## config.mk

```make
export PLATFORM = sky130hd
export DESIGN_NAME = fla_controller
export DESIGN_NICKNAME = d
export VERILOG_FILES = /design/src/sv/fla_pkg.sv /design/src/sv/fla_controller.sv
export SDC_FILE = /design/constraint.sdc
export NUM_CORES = 1
export LEC_CHECK = 0
export ABC_AREA = 1
export BUFFER_PORTS_ARGS = -buffer_cell sky130_fd_sc_hd__buf_2
export CORE_ASPECT_RATIO = 1.25
export CORE_MARGIN = 5
export CORE_UTILIZATION = 46
export DETAILED_ROUTE_END_ITERATION = 8
export GPL_TIMING_DRIVEN = 0
export PLACE_DENSITY = 0.73
export SLEW_MARGIN = 20
export SYNTH_ARGS = -nofsm -noshare
export SYNTH_HDL_FRONTEND = slang
export SYNTH_SLANG_ARGS = --single-unit
```

## constraint.sdc

```tcl
create_clock -name clk -period 1.5 [get_ports clk]
set_input_delay 0.225 -clock clk [delete_from_list [all_inputs] [get_ports clk]]
set_output_delay 0.225 -clock clk [all_outputs]
set_load 0.02 [all_outputs]
```

## src/sv/fla_pkg.sv

```systemverilog
// Shared types, constants and sequencer command codes for the free list allocator.
// Used by the controller, the datapath and the top level; depends on nothing else.
package fla_pkg;

  localparam int MAX_BLOCKS = 64;
  localparam int ADDR_BITS  = 16;
  localparam int PID_BITS   = 16;
  localparam int IDX_W      = $clog2(MAX_BLOCKS);
  localparam int CNT_W      = $clog2(MAX_BLOCKS + 1);
  localparam int LEN_W      = ADDR_BITS + 1;

  typedef logic [IDX_W-1:0]     idx_t;
  typedef logic [CNT_W-1:0]     cnt_t;
  typedef logic [ADDR_BITS-1:0] addr_t;
  typedef logic [LEN_W-1:0]     len_t;
  typedef logic [PID_BITS-1:0]  pid_t;

  typedef struct packed {
    addr_t s;
    addr_t e;
  } free_rec_t;

  typedef struct packed {
    pid_t  o;
    addr_t s;
    addr_t e;
  } used_rec_t;

  localparam logic [1:0] OP_ALLOC    = 2'd0;
  localparam logic [1:0] OP_FREE     = 2'd1;
  localparam logic [1:0] OP_COALESCE = 2'd2;

  localparam logic [1:0] POL_BEST  = 2'd1;
  localparam logic [1:0] POL_WORST = 2'd2;

  localparam logic [1:0] ST_OK       = 2'd0;
  localparam logic [1:0] ST_NOFIT    = 2'd1;
  localparam logic [1:0] ST_NOTFOUND = 2'd2;
  localparam logic [1:0] ST_FULL     = 2'd3;

  localparam logic CFG_POLICY = 1'b0;
  localparam logic CFG_SIZE   = 1'b1;

  localparam logic [5:0] CMD_NONE    = 6'd0;
  localparam logic [5:0] CMD_LOAD    = 6'd1;
  localparam logic [5:0] CMD_SET_I1  = 6'd2;
  localparam logic [5:0] CMD_RD_FI   = 6'd3;
  localparam logic [5:0] CMD_CAP_F   = 6'd4;
  localparam logic [5:0] CMD_INC_I   = 6'd5;
  localparam logic [5:0] CMD_RD_FI1  = 6'd6;
  localparam logic [5:0] CMD_WR_FI   = 6'd7;
  localparam logic [5:0] CMD_R_DONE  = 6'd8;
  localparam logic [5:0] CMD_RD_UJ   = 6'd9;
  localparam logic [5:0] CMD_INC_J   = 6'd10;
  localparam logic [5:0] CMD_UI_HIT  = 6'd11;
  localparam logic [5:0] CMD_RD_UIM1 = 6'd12;
  localparam logic [5:0] CMD_WR_UI   = 6'd13;
  localparam logic [5:0] CMD_UI_PUT  = 6'd14;
  localparam logic [5:0] CMD_RD_FJ   = 6'd15;
  localparam logic [5:0] CMD_FI_HIT  = 6'd16;
  localparam logic [5:0] CMD_RD_FIM1 = 6'd17;
  localparam logic [5:0] CMD_WR_FIS  = 6'd18;
  localparam logic [5:0] CMD_FI_PUT  = 6'd19;
  localparam logic [5:0] CMD_RD_UI   = 6'd20;
  localparam logic [5:0] CMD_CAP_U   = 6'd21;
  localparam logic [5:0] CMD_RD_UI1  = 6'd22;
  localparam logic [5:0] CMD_WR_UIR  = 6'd23;
  localparam logic [5:0] CMD_UR_DONE = 6'd24;
  localparam logic [5:0] CMD_C_CAP   = 6'd25;
  localparam logic [5:0] CMD_RD_FJM1 = 6'd26;
  localparam logic [5:0] CMD_C_MOVE  = 6'd27;
  localparam logic [5:0] CMD_C_PUT   = 6'd28;
  localparam logic [5:0] CMD_M_INIT  = 6'd29;
  localparam logic [5:0] CMD_M_STEP  = 6'd30;
  localparam logic [5:0] CMD_M_END   = 6'd31;
  localparam logic [5:0] CMD_EMIT    = 6'd32;

  typedef struct packed {
    logic [5:0] op;
    logic       st_we;
    logic [1:0] st_val;
    logic       start_we;
  } cmd_t;

  typedef struct packed {
    logic [1:0] op;
    logic       req_zero;
    logic       i_lt_flen;
    logic       i1_lt_flen;
    logic       i_lt_ulen;
    logic       i1_lt_ulen;
    logic       j_lt_flen;
    logic       j_lt_ulen;
    logic       i_gt_j;
    logic       j_nz;
    logic       fit;
    logic       owner_hit;
    logic       ulen_full;
    logic       flen_full;
    logic       uins_here;
    logic       fins_here;
    logic       sort_gt;
    logic       ne_ne_e;
    logic       out_busy;
  } sts_t;

endpackage

```

## src/sv/fla_controller.sv

```systemverilog
// Sequencer of the allocator: walks the scan, shift, sort and merge loops one step a cycle.
// Drives fla_pkg commands into the datapath and reads back its status flags.
module fla_controller (
  input  logic          clk,
  input  logic          rst_n,
  input  logic          in_valid,
  output logic          in_stall,
  input  fla_pkg::sts_t sts,
  output fla_pkg::cmd_t cmd
);

  localparam logic [5:0] S_IDLE     = 6'd0;
  localparam logic [5:0] S_DISP     = 6'd1;
  localparam logic [5:0] S_A_RD     = 6'd2;
  localparam logic [5:0] S_A_CHK    = 6'd3;
  localparam logic [5:0] S_A_FOUND  = 6'd4;
  localparam logic [5:0] S_R_RD     = 6'd5;
  localparam logic [5:0] S_R_WR     = 6'd6;
  localparam logic [5:0] S_UI_RD    = 6'd7;
  localparam logic [5:0] S_UI_CHK   = 6'd8;
  localparam logic [5:0] S_UI_SH_RD = 6'd9;
  localparam logic [5:0] S_UI_SH_WR = 6'd10;
  localparam logic [5:0] S_UI_PUT   = 6'd11;
  localparam logic [5:0] S_UI_NEXT  = 6'd12;
  localparam logic [5:0] S_FI_RD    = 6'd13;
  localparam logic [5:0] S_FI_CHK   = 6'd14;
  localparam logic [5:0] S_FI_SH_RD = 6'd15;
  localparam logic [5:0] S_FI_SH_WR = 6'd16;
  localparam logic [5:0] S_FI_PUT   = 6'd17;
  localparam logic [5:0] S_U_RD     = 6'd18;
  localparam logic [5:0] S_U_CHK    = 6'd19;
  localparam logic [5:0] S_U_FOUND  = 6'd20;
  localparam logic [5:0] S_UR_RD    = 6'd21;
  localparam logic [5:0] S_UR_WR    = 6'd22;
  localparam logic [5:0] S_C_RD     = 6'd23;
  localparam logic [5:0] S_C_CAP    = 6'd24;
  localparam logic [5:0] S_C_JRD    = 6'd25;
  localparam logic [5:0] S_C_JCHK   = 6'd26;
  localparam logic [5:0] S_C_PUT    = 6'd27;
  localparam logic [5:0] S_M_INIT   = 6'd28;
  localparam logic [5:0] S_M_RD     = 6'd29;
  localparam logic [5:0] S_M_CHK    = 6'd30;
  localparam logic [5:0] S_M_END    = 6'd31;
  localparam logic [5:0] S_FIN      = 6'd32;

  logic [5:0] state_r, state_nxt;

  assign in_stall = (state_r != S_IDLE);

  always_comb begin
    state_nxt    = state_r;
    cmd.op       = fla_pkg::CMD_NONE;
    cmd.st_we    = 1'b0;
    cmd.st_val   = fla_pkg::ST_OK;
    cmd.start_we = 1'b0;
    case (state_r)
      S_IDLE: begin
        if (in_valid) begin
          cmd.op    = fla_pkg::CMD_LOAD;
          state_nxt = S_DISP;
        end
      end
      S_DISP: begin
        case (sts.op)
          fla_pkg::OP_ALLOC: begin
            if (sts.req_zero) begin
              cmd.st_we  = 1'b1;
              cmd.st_val = fla_pkg::ST_NOFIT;
              state_nxt  = S_FIN;
            end else begin
              state_nxt = S_A_RD;
            end
          end
          fla_pkg::OP_FREE: state_nxt = S_U_RD;
          fla_pkg::OP_COALESCE: begin
            cmd.op    = fla_pkg::CMD_SET_I1;
            state_nxt = S_C_RD;
          end
          default: state_nxt = S_FIN;
        endcase
      end
      S_A_RD: begin
        if (sts.i_lt_flen) begin
          cmd.op    = fla_pkg::CMD_RD_FI;
          state_nxt = S_A_CHK;
        end else begin
          cmd.st_we  = 1'b1;
          cmd.st_val = fla_pkg::ST_NOFIT;
          state_nxt  = S_FIN;
        end
      end
      S_A_CHK: begin
        if (sts.fit) begin
          cmd.op    = fla_pkg::CMD_CAP_F;
          state_nxt = S_A_FOUND;
        end else begin
          cmd.op    = fla_pkg::CMD_INC_I;
          state_nxt = S_A_RD;
        end
      end
      S_A_FOUND: begin
        cmd.st_we = 1'b1;
        if (sts.ulen_full) begin
          cmd.st_val = fla_pkg::ST_FULL;
          state_nxt  = S_FIN;
        end else begin
          cmd.st_val   = fla_pkg::ST_OK;
          cmd.start_we = 1'b1;
          state_nxt    = S_R_RD;
        end
      end
      S_R_RD: begin
        if (sts.i1_lt_flen) begin
          cmd.op    = fla_pkg::CMD_RD_FI1;
          state_nxt = S_R_WR;
        end else begin
          cmd.op    = fla_pkg::CMD_R_DONE;
          state_nxt = S_UI_RD;
        end
      end
      S_R_WR: begin
        cmd.op    = fla_pkg::CMD_WR_FI;
        state_nxt = S_R_RD;
      end
      S_UI_RD: begin
        if (sts.j_lt_ulen) begin
          cmd.op    = fla_pkg::CMD_RD_UJ;
          state_nxt = S_UI_CHK;
        end else begin
          state_nxt = S_UI_PUT;
        end
      end
      S_UI_CHK: begin
        if (sts.uins_here) begin
          cmd.op    = fla_pkg::CMD_UI_HIT;
          state_nxt = S_UI_SH_RD;
        end else begin
          cmd.op    = fla_pkg::CMD_INC_J;
          state_nxt = S_UI_RD;
        end
      end
      S_UI_SH_RD: begin
        if (sts.i_gt_j) begin
          cmd.op    = fla_pkg::CMD_RD_UIM1;
          state_nxt = S_UI_SH_WR;
        end else begin
          state_nxt = S_UI_PUT;
        end
      end
      S_UI_SH_WR: begin
        cmd.op    = fla_pkg::CMD_WR_UI;
        state_nxt = S_UI_SH_RD;
      end
      S_UI_PUT: begin
        cmd.op    = fla_pkg::CMD_UI_PUT;
        state_nxt = S_UI_NEXT;
      end
      S_UI_NEXT: state_nxt = sts.ne_ne_e ? S_FI_RD : S_FIN;
      S_FI_RD: begin
        if (sts.j_lt_flen) begin
          cmd.op    = fla_pkg::CMD_RD_FJ;
          state_nxt = S_FI_CHK;
        end else begin
          state_nxt = S_FI_PUT;
        end
      end
      S_FI_CHK: begin
        if (sts.fins_here) begin
          cmd.op    = fla_pkg::CMD_FI_HIT;
          state_nxt = S_FI_SH_RD;
        end else begin
          cmd.op    = fla_pkg::CMD_INC_J;
          state_nxt = S_FI_RD;
        end
      end
      S_FI_SH_RD: begin
        if (sts.i_gt_j) begin
          cmd.op    = fla_pkg::CMD_RD_FIM1;
          state_nxt = S_FI_SH_WR;
        end else begin
          state_nxt = S_FI_PUT;
        end
      end
      S_FI_SH_WR: begin
        cmd.op    = fla_pkg::CMD_WR_FIS;
        state_nxt = S_FI_SH_RD;
      end
      S_FI_PUT: begin
        cmd.op    = fla_pkg::CMD_FI_PUT;
        state_nxt = S_FIN;
      end
      S_U_RD: begin
        if (sts.i_lt_ulen) begin
          cmd.op    = fla_pkg::CMD_RD_UI;
          state_nxt = S_U_CHK;
        end else begin
          cmd.st_we  = 1'b1;
          cmd.st_val = fla_pkg::ST_NOTFOUND;
          state_nxt  = S_FIN;
        end
      end
      S_U_CHK: begin
        if (sts.owner_hit) begin
          cmd.op    = fla_pkg::CMD_CAP_U;
          state_nxt = S_U_FOUND;
        end else begin
          cmd.op    = fla_pkg::CMD_INC_I;
          state_nxt = S_U_RD;
        end
      end
      S_U_FOUND: begin
        cmd.st_we = 1'b1;
        if (sts.flen_full) begin
          cmd.st_val = fla_pkg::ST_FULL;
          state_nxt  = S_FIN;
        end else begin
          cmd.st_val   = fla_pkg::ST_OK;
          cmd.start_we = 1'b1;
          state_nxt    = S_UR_RD;
        end
      end
      S_UR_RD: begin
        if (sts.i1_lt_ulen) begin
          cmd.op    = fla_pkg::CMD_RD_UI1;
          state_nxt = S_UR_WR;
        end else begin
          cmd.op    = fla_pkg::CMD_UR_DONE;
          state_nxt = S_FI_RD;
        end
      end
      S_UR_WR: begin
        cmd.op    = fla_pkg::CMD_WR_UIR;
        state_nxt = S_UR_RD;
      end
      S_C_RD: begin
        if (sts.i_lt_flen) begin
          cmd.op    = fla_pkg::CMD_RD_FI;
          state_nxt = S_C_CAP;
        end else begin
          state_nxt = S_M_INIT;
        end
      end
      S_C_CAP: begin
        cmd.op    = fla_pkg::CMD_C_CAP;
        state_nxt = S_C_JRD;
      end
      S_C_JRD: begin
        if (sts.j_nz) begin
          cmd.op    = fla_pkg::CMD_RD_FJM1;
          state_nxt = S_C_JCHK;
        end else begin
          state_nxt = S_C_PUT;
        end
      end
      S_C_JCHK: begin
        if (sts.sort_gt) begin
          cmd.op    = fla_pkg::CMD_C_MOVE;
          state_nxt = S_C_JRD;
        end else begin
          state_nxt = S_C_PUT;
        end
      end
      S_C_PUT: begin
        cmd.op    = fla_pkg::CMD_C_PUT;
        state_nxt = S_C_RD;
      end
      S_M_INIT: begin
        cmd.op    = fla_pkg::CMD_M_INIT;
        state_nxt = S_M_RD;
      end
      S_M_RD: begin
        if (sts.i_lt_flen) begin
          cmd.op    = fla_pkg::CMD_RD_FI;
          state_nxt = S_M_CHK;
        end else begin
          state_nxt = S_M_END;
        end
      end
      S_M_CHK: begin
        cmd.op    = fla_pkg::CMD_M_STEP;
        state_nxt = S_M_RD;
      end
      S_M_END: begin
        cmd.op    = fla_pkg::CMD_M_END;
        state_nxt = S_FIN;
      end
      S_FIN: begin
        if (!sts.out_busy) begin
          cmd.op    = fla_pkg::CMD_EMIT;
          state_nxt = S_IDLE;
        end
      end
      default: state_nxt = S_IDLE;
    endcase
  end

  always_ff @(posedge clk) begin
    if (!rst_n) begin
      state_r <= S_IDLE;
    end else begin
      state_r <= state_nxt;
    end
  end

endmodule

```

# Yosys cells after proc, flatten, opt, wreduce, memory -nomap -nowiden
# Cells that the tools add are included.
# classes
mux	52
n_reduce_logical	7
eq_ne	36
# op_table
op	count
$pmux 6 s31	1
$pmux 6 s28	1
$eq 6x5->1 const B	16
$mux 6	9
$eq 6x4->1 const B	8
$mux 5	8
$eq 6x3->1 const B	4
$mux 4	6
$mux 3	7
$pmux 6 s3	1
$pmux 3 s5	1
$mux 2	7
$eq 6x2->1 const B	2
$mux 1	10
$eq 6x1->1 const B	1
$eq 6x6->1 const B	1
$logic_not 6->1	1
$reduce_bool 6->1	1
$ne 2x2->1 const B	2
$reduce_or 2->1	2
$reduce_or 3->1	1
$eq 2x1->1 const B	1
$eq 2x2->1 const B	1
$logic_not 2->1	1
other kinds (2)	2
# word_totals
reg_bits	6
wordCells	96

# Logic depth before layout (Yosys ltp)
# Gate-level depths: netlist of the first run.
# depth
depth_word	3
ltp_mapped	10
mapped_depth_nobuf	10

# Worst setup path after synthesis of the first run
# No wires, ideal clock.
# synth_timing
path_type	reg2out
startpoint	register state_r[1]
endpoint	output cmd[4] (netlist bit)
path_stages_with_launch	10
setup_slack_ns	-0.063
t_arrival_ns	1.338
path_cell_list	dfxtp_1 -> inv_1 -> nand2_1 -> nor2_2 -> nand2_1 -> nand2_1 -> o21ai_0 -> nand2_1 -> nor2_1 -> nand4_1
# synth_rtl
item	line_no	rtl
start: declaration	fla_controller.sv:46	logic [5:0] state_r, state_nxt;
start signal: assignment	fla_controller.sv:301	state_r <= state_nxt;
end: declaration	fla_controller.sv:9	output fla_pkg::cmd_t cmd

==> results_dict.tcl, run 1 <==
set metrics [dict create \
    outcome "finished, violations left" \
    violated_checks "negative setup slack" \
    avgSynthCellArea_um2 5.13 \
    cp-end-kind "output port" \
    setup_viol 17 \
    first_global_vias 2053 \
    detailedRoute.firstIterationViolations 279 \
    clk_transition_reported_paths_ns 0.05 \
    post-layout-total-power_mw 2.48 \
    post-place-ws_ns -0.297 \
    wl_um 6560 \
    maximum_number_of_pins_on_one_net_before_global_route_repair 11 \
    critical_path_source_type "register" \
    gp_congestion 0.957 \
    tns_ns -4.15 \
    cts.htree.levels 1 \
    total_clock_buffers_created_by_cts 3 \
    rows 22 \
    reg_top3 "state_r: 6 flops" \
    critical_path_slowest_stage_cell "sky130_fd_sc_hd__dfxtp_4" \
    criticalPathCategory "register to output port" \
    critPathRequiredTime_ns 1.27 \
    worst_pin_slew_ns 0.324 \
    overflow 0 \
    num_vias 2296 \
    ys_ff_latch 6 \
    netlist.top_cell.by_area "sky130_fd_sc_hd__nand2_1" \
    postSynthCellCount 270 \
    r2r_setup_slack_ns -0.30 \
    detail_route.first_pass.iterations 7 \
    rsz0062_at_grt "yes" \
    grt_antenna_before_repair 0 \
    clock_path_buffers 2 \
    antenna-diode-count 0 \
    synthesis.area_um2 1390 \
    synth.yosys.seq_area_share 0.0866 \
    drive_gt1_frac 0.481 \
    synthToLayoutAreaGrowth_pct 64.4 \
    synth_area_leaders "sky130_fd_sc_hd__nand2_1 (21%), sky130_fd_sc_hd__nor2_1 (13%), sky130_fd_sc_hd__nand3_1 (12%), sky130_fd_sc_hd__dfxtp_1 (8.7%), sky130_fd_sc_hd__inv_1 (8.7%)" \
    critical-path-top-delay-family "simple AND/OR/NAND/NOR gates" \
    grt_pass1_wl_um 9290 \
    cp.buffers_inverters 2 \
    min-delay-path-class "primary input to register" \
    max_cap_viol_count 0 \
    gr-usage-all-layers 0.286 \
    fp.dieArea_um2 4220 \
    period_share 1.30 \
    fin_worst_hold_slack_ns 0.228 \
    initial_utilization 0.475 \
    floorplan.die.height_um 71.4 \
    largest_register_ff_count 6 \
    cts_num_sinks 6 \
    power_density_nw_per_um2 1090 \
    post-route-worst-setup-slack_ns -0.448 \
    worstPathArrival_ns 1.72 \
    layout.cells.most_common "sky130_fd_sc_hd__nand2_1" \
    most-common-layout-cells "sky130_fd_sc_hd__nand2_1 (55), sky130_fd_sc_hd__nor2_1 (32), sky130_fd_sc_hd__buf_4 (27)" \
    tritoncts "built" \
    timing.final.crit_period_ns 1.95 \
    path_common_cell "sky130_fd_sc_hd__nand3_1" \
    syn_nets 296 \
    post-synth-top-area-fraction 0.214 \
    fmax_mhz 513 \
    clk_root_buffer_cell "sky130_fd_sc_hd__clkbuf_4" \
    headroom_to_the_max_slew_limit 0.783 \
    max_flop_register "state_r" \
    buffer_ports.inserted 33 \
    wire_per_inst_um 17.5 \
    dpl.hpwl_um 4260 \
    post-route-drc-count 0 \
    nNetsFinal 367 \
    leak_pwr_nw 1.32 \
    critical_path.cell_chain "inv_4 -> nor2_4 -> nand3_1 -> nand3_1 -> nor2_1 -> nand4_1 -> buf_4" \
    max-vdd-ir-drop_mv 1.01 \
    synth.distinct_cells 24 \
    maxSlewViolCount 0 \
    ant_nets 0 \
    die_width_um 59.1 \
    synth_warnings 0 \
    placeableCoreArea_um2 2920 \
    top_level_ports 34 \
    holdBufCountCts 0 \
    max_stage_delay_ns 0.42 \
    fin_worst_skew_ns 0.00196 \
    final_hold_viol_count 0 \
    route.detailed.vias_per_inst 6.12 \
    path_max_fanout 7 \
    worst_skew_pair.late_latency_ns 0.24 \
]
[repair_timing]
| item | in CTS | in global routing |
|---|---|---|
| gates resized for setup | 79 | 43 |
| setup endpoints to repair | 16 | 17 |
| setup buffers | 27 | 14 |
| pin swaps | 18 | 34 |
| hold endpoints to repair | 0 | 0 |
[where the power goes]
part / leakage, nW / internal [mW] / switching [mW]
logic: 1.25 / 0.798 / 1.19
clock network: 0.0138 / 0.0904 / 0.0568
registers: 0.0533 / 0.224 / 0.125
[cell usage after synthesis]
library cell	n
sky130_fd_sc_hd__a21oi_1	7
sky130_fd_sc_hd__nor3_1	6
sky130_fd_sc_hd__nand2_2	1
sky130_fd_sc_hd__inv_1	32
sky130_fd_sc_hd__buf_6	2
sky130_fd_sc_hd__nand4_1	15
sky130_fd_sc_hd__or2_1	1
sky130_fd_sc_hd__nand2_1	79
sky130_fd_sc_hd__inv_2	5
sky130_fd_sc_hd__nand3b_1	4
sky130_fd_sc_hd__o21ai_1	1
sky130_fd_sc_hd__nand3_2	5
sky130_fd_sc_hd__nand3_1	33
sky130_fd_sc_hd__buf_2	2
sky130_fd_sc_hd__ha_1	3
sky130_fd_sc_hd__a32oi_1	1
sky130_fd_sc_hd__o2111ai_1	1
sky130_fd_sc_hd__nor2_1	48
sky130_fd_sc_hd__o21ai_0	6
sky130_fd_sc_hd__dfxtp_1	6
sky130_fd_sc_hd__nor2_4	7
sky130_fd_sc_hd__nor2_2	3
sky130_fd_sc_hd__nor3b_1	1
sky130_fd_sc_hd__and2_1	1
[cell families after synthesis]
| group | Yosys count | share of synthesized area |
|---|---|---|
| and+or+nand+nor | 204 | 0.699 |
| buffers and inverters | 41 | 0.124 |
| adders and majority gates | 3 | 0.0271 |
| DFF | 6 | 0.0866 |
| AOI/OAI and AO/OA | 16 | 0.0632 |
[final cells by class]
cell class                 instances  area, um2
buffer                             3       30.0
sequential                         6        143
inverter                          37        154
timing repair buffer              67        515
fill                             224        638
multi-input combinational        223       1370
clock buffer                       3       22.5
tap                               36       45.0
[stage by stage]
step,util,cells,area (um2)
after floorplan,-,270,1400
after global placement,0.551,339,1610
after detailed placement,0.551,339,1610
after CTS,0.715,368,2090
after global routing,0.781,375,2280
final,0.781,375,2280
[routing by layer]
| layer | share of wire | global-route usage | vias up |
|---|---|---|---|
| met3 | 0.10 | 0.0342 | 60 |
| met4 | 0.077 | 0.176 | 0 |
| li1 | - | - | 1019 |
| met5 | 0 | 0 | - |
| met2 | 0.48 | 0.482 | 223 |
| met1 | 0.34 | 0.335 | 994 |
[path summary, 6_finish.rpt]
path / startpoint / cells past startpoint / end
max: state_r[1] / 7 / cmd[4]
min: rst_n / 3 / state_r[5]
max reg2reg: state_r[1] / 10 / state_r[0]
min reg2reg: state_r[4] / 4 / state_r[0]
[worst reg2reg max path, cell delays in order, from the launching register on]
cell	delay (ns)
sky130_fd_sc_hd__dfxtp_4	0.42
sky130_fd_sc_hd__inv_4	0.06
sky130_fd_sc_hd__nor2_4	0.25
sky130_fd_sc_hd__nand4_1	0.29
sky130_fd_sc_hd__nand2_2	0.17
sky130_fd_sc_hd__buf_4	0.13
sky130_fd_sc_hd__buf_6	0.09
sky130_fd_sc_hd__inv_1	0.04
sky130_fd_sc_hd__nand3_2	0.07
sky130_fd_sc_hd__nor2_1	0.07
sky130_fd_sc_hd__a21oi_2	0.14
No activity file was read; power rests on OpenSTA's default activity.
==> inputs of run 2 (changes only) <==
--- a/config.mk
+++ b/config.mk
@@ -6,7 +6,7 @@
 export NUM_CORES = 1
 export LEC_CHECK = 0
 export ABC_AREA = 1
-export BUFFER_PORTS_ARGS = -buffer_cell sky130_fd_sc_hd__buf_2
+export BUFFER_PORTS_ARGS = -buffer_cell sky130_fd_sc_hd__clkbuf_2
 export CORE_ASPECT_RATIO = 1.25
 export CORE_MARGIN = 5
 export CORE_UTILIZATION = 46
==> results_dict.tcl, run 2 (synthesized netlist as in run 1, its figures left out) <==
set metrics [dict create \
    finish.instance_area_um2 2520 \
    largest_register_ff_count 6 \
    maximum_number_of_pins_on_one_net_before_global_route_repair 10 \
    synthToLayoutAreaGrowth_pct 81.9 \
    top_level_ports 34 \
    critical-path-top-delay-family "simple AND/OR/NAND/NOR gates" \
    num_vias 2542 \
    drive_gt1_frac 0.524 \
    total_clock_buffers_created_by_cts 3 \
    worst_pin_slew_ns 0.455 \
    dpl_cell_area_um2 1610 \
    cts.htree.levels 1 \
    filler_cell_count 162 \
    setup_viol 17 \
    violated_checks "design-rule violations, negative setup slack" \
    wl_um 7800 \
    critical_path.cell_chain "inv_4 -> nor2_4 -> buf_6 -> nand2_2 -> nand2_2 -> o21ai_2 -> nand2_1 -> nor2_1 -> nand4_1 -> clkbuf_8" \
    clk_root_buffer_cell "sky130_fd_sc_hd__clkbuf_4" \
    ant_nets 0 \
    worstPathArrival_ns 1.85 \
    route.detailed.vias_per_inst 6.53 \
    cts_num_sinks 6 \
    max_stage_delay_ns 0.37 \
    overflow 0 \
    post-route-worst-setup-slack_ns -0.572 \
    final_hold_viol_count 0 \
    layout.cells.most_common "sky130_fd_sc_hd__nand2_1" \
    placeableCoreArea_um2 2920 \
    max_cap_viol_count 0 \
    dpl.hpwl_um 4150 \
    timing.final.crit_period_ns 2.07 \
    buffer_ports.inserted 33 \
    detailedRoute.firstIterationViolations 351 \
    nNetsFinal 381 \
    critical_path_source_type "register" \
    critical_path_slowest_stage_cell "sky130_fd_sc_hd__dfxtp_4" \
    period_share 1.38 \
    cp-end-kind "output port" \
    floorplan.die.height_um 71.4 \
    antenna-diode-count 0 \
    most-common-layout-cells "sky130_fd_sc_hd__nand2_1 (52), sky130_fd_sc_hd__nor2_1 (35), sky130_fd_sc_hd__buf_4 (34)" \
    min-delay-path-class "primary input to register" \
    wire_per_inst_um 20.0 \
    grt_pass1_wl_um 9640 \
    clk_transition_reported_paths_ns 0.05 \
    critPathRequiredTime_ns 1.27 \
    worst_skew_pair.late_latency_ns 0.26 \
    maxSlewViolCount 0 \
    headroom_to_the_max_slew_limit 0.694 \
    max-vdd-ir-drop_mv 1.33 \
    holdBufCountCts 0 \
    path_max_fanout 6 \
    tritoncts "built" \
    post-route-drc-count 24 \
    gr-usage-all-layers 0.293 \
    fin_worst_skew_ns 0.00401 \
    clock_path_buffers 2 \
    power_density_nw_per_um2 1250 \
    outcome "finished, violations left" \
    path_common_cell "sky130_fd_sc_hd__nand2_2" \
    fp.dieArea_um2 4220 \
    reg_top3 "state_r: 6 flops" \
    die_width_um 59.1 \
    post-layout-total-power_mw 3.14 \
    cp.buffers_inverters 3 \
    criticalPathCategory "register to output port" \
    rsz0062_at_grt "yes" \
    rows 22 \
    leak_pwr_nw 1.42 \
    first_global_vias 2132 \
    initial_utilization 0.475 \
    grt_antenna_before_repair 0 \
    fmax_mhz 483 \
    gp_congestion 1.01 \
    detail_route.first_pass.iterations 9 \
    max_flop_register "state_r" \
]
-- run 2: path summary, 6_finish.rpt --
kind / from / to / slack [ns] / cells past startpoint
hold reg to reg: state_r[5] / state_r[0] / 0.80 / 3
hold / removal: rst_n / state_r[5] / 0.25 / 3
setup / recovery: state_r[4] / cmd[4] / -0.57 / 10
setup reg to reg: state_r[3] / state_r[1] / -0.31 / 11
-- run 2: through the flow --
step	util	setup TNS (ns)	setup WS, ns	std cells	hold WS (ns)
after floorplan	-	0	0.00124	270	0.323
after global placement	0.551	-2.44	-0.329	339	0.463
after detailed placement	0.551	-2.37	-0.336	339	0.463
after CTS	0.775	-3.53	-0.364	375	0.207
after global routing	0.864	-6.07	-0.634	389	0.253
final	0.864	-5.16	-0.572	389	0.250
-- run 2: layer usage --
metal / vias to the layer above / track usage / share of wire / wire, um
met4: 0 / 0.194 / 0.095 / 739
met5: - / 0 / 0 / 0
li1: 1055 / - / - / -
met2: 294 / 0.490 / 0.45 / 3500
met1: 1085 / 0.334 / 0.34 / 2610
met3: 108 / 0.0468 / 0.12 / 940
-- run 2: what timing repair did --
item,CTS,global route
pin swaps,25,23
cloned,2,1
gates resized for setup,106,42
setup endpoints to repair,16,17
setup buffers,32,17
-- run 2: worst reg2reg max path, cell delays in order, from the launching register on --
cell and delay [ns]:
sky130_fd_sc_hd__dfxtp_4 0.41, sky130_fd_sc_hd__inv_4 0.06, sky130_fd_sc_hd__nor2_4 0.16, sky130_fd_sc_hd__buf_4 0.20, sky130_fd_sc_hd__buf_4 0.13, sky130_fd_sc_hd__nand3_4 0.06, sky130_fd_sc_hd__or2_1 0.25, sky130_fd_sc_hd__nand2_1 0.10
sky130_fd_sc_hd__inv_1 0.06, sky130_fd_sc_hd__nand3_2 0.11, sky130_fd_sc_hd__nor2_4 0.05, sky130_fd_sc_hd__nor2_1 0.14
-- run 2: cell type report --
cell class,count,area (um2),area share
Timing Repair Buffer,80,691,0.274
Sequential cell,6,143,0.0566
Clock buffer,3,22.5,0.00893
Multi-Input combinational cell,224,1430,0.567
Tap cell,36,45.0,0.0179
Inverter,37,156,0.0620
Buffer,3,33.8,0.0134
-- run 2: where the power goes --
part	switching (mW)	internal [mW]	total, mW
logic	1.47	1.14	2.61
registers	0.135	0.224	0.360
clock network	0.0742	0.0916	0.166
total	1.68	1.46	3.14
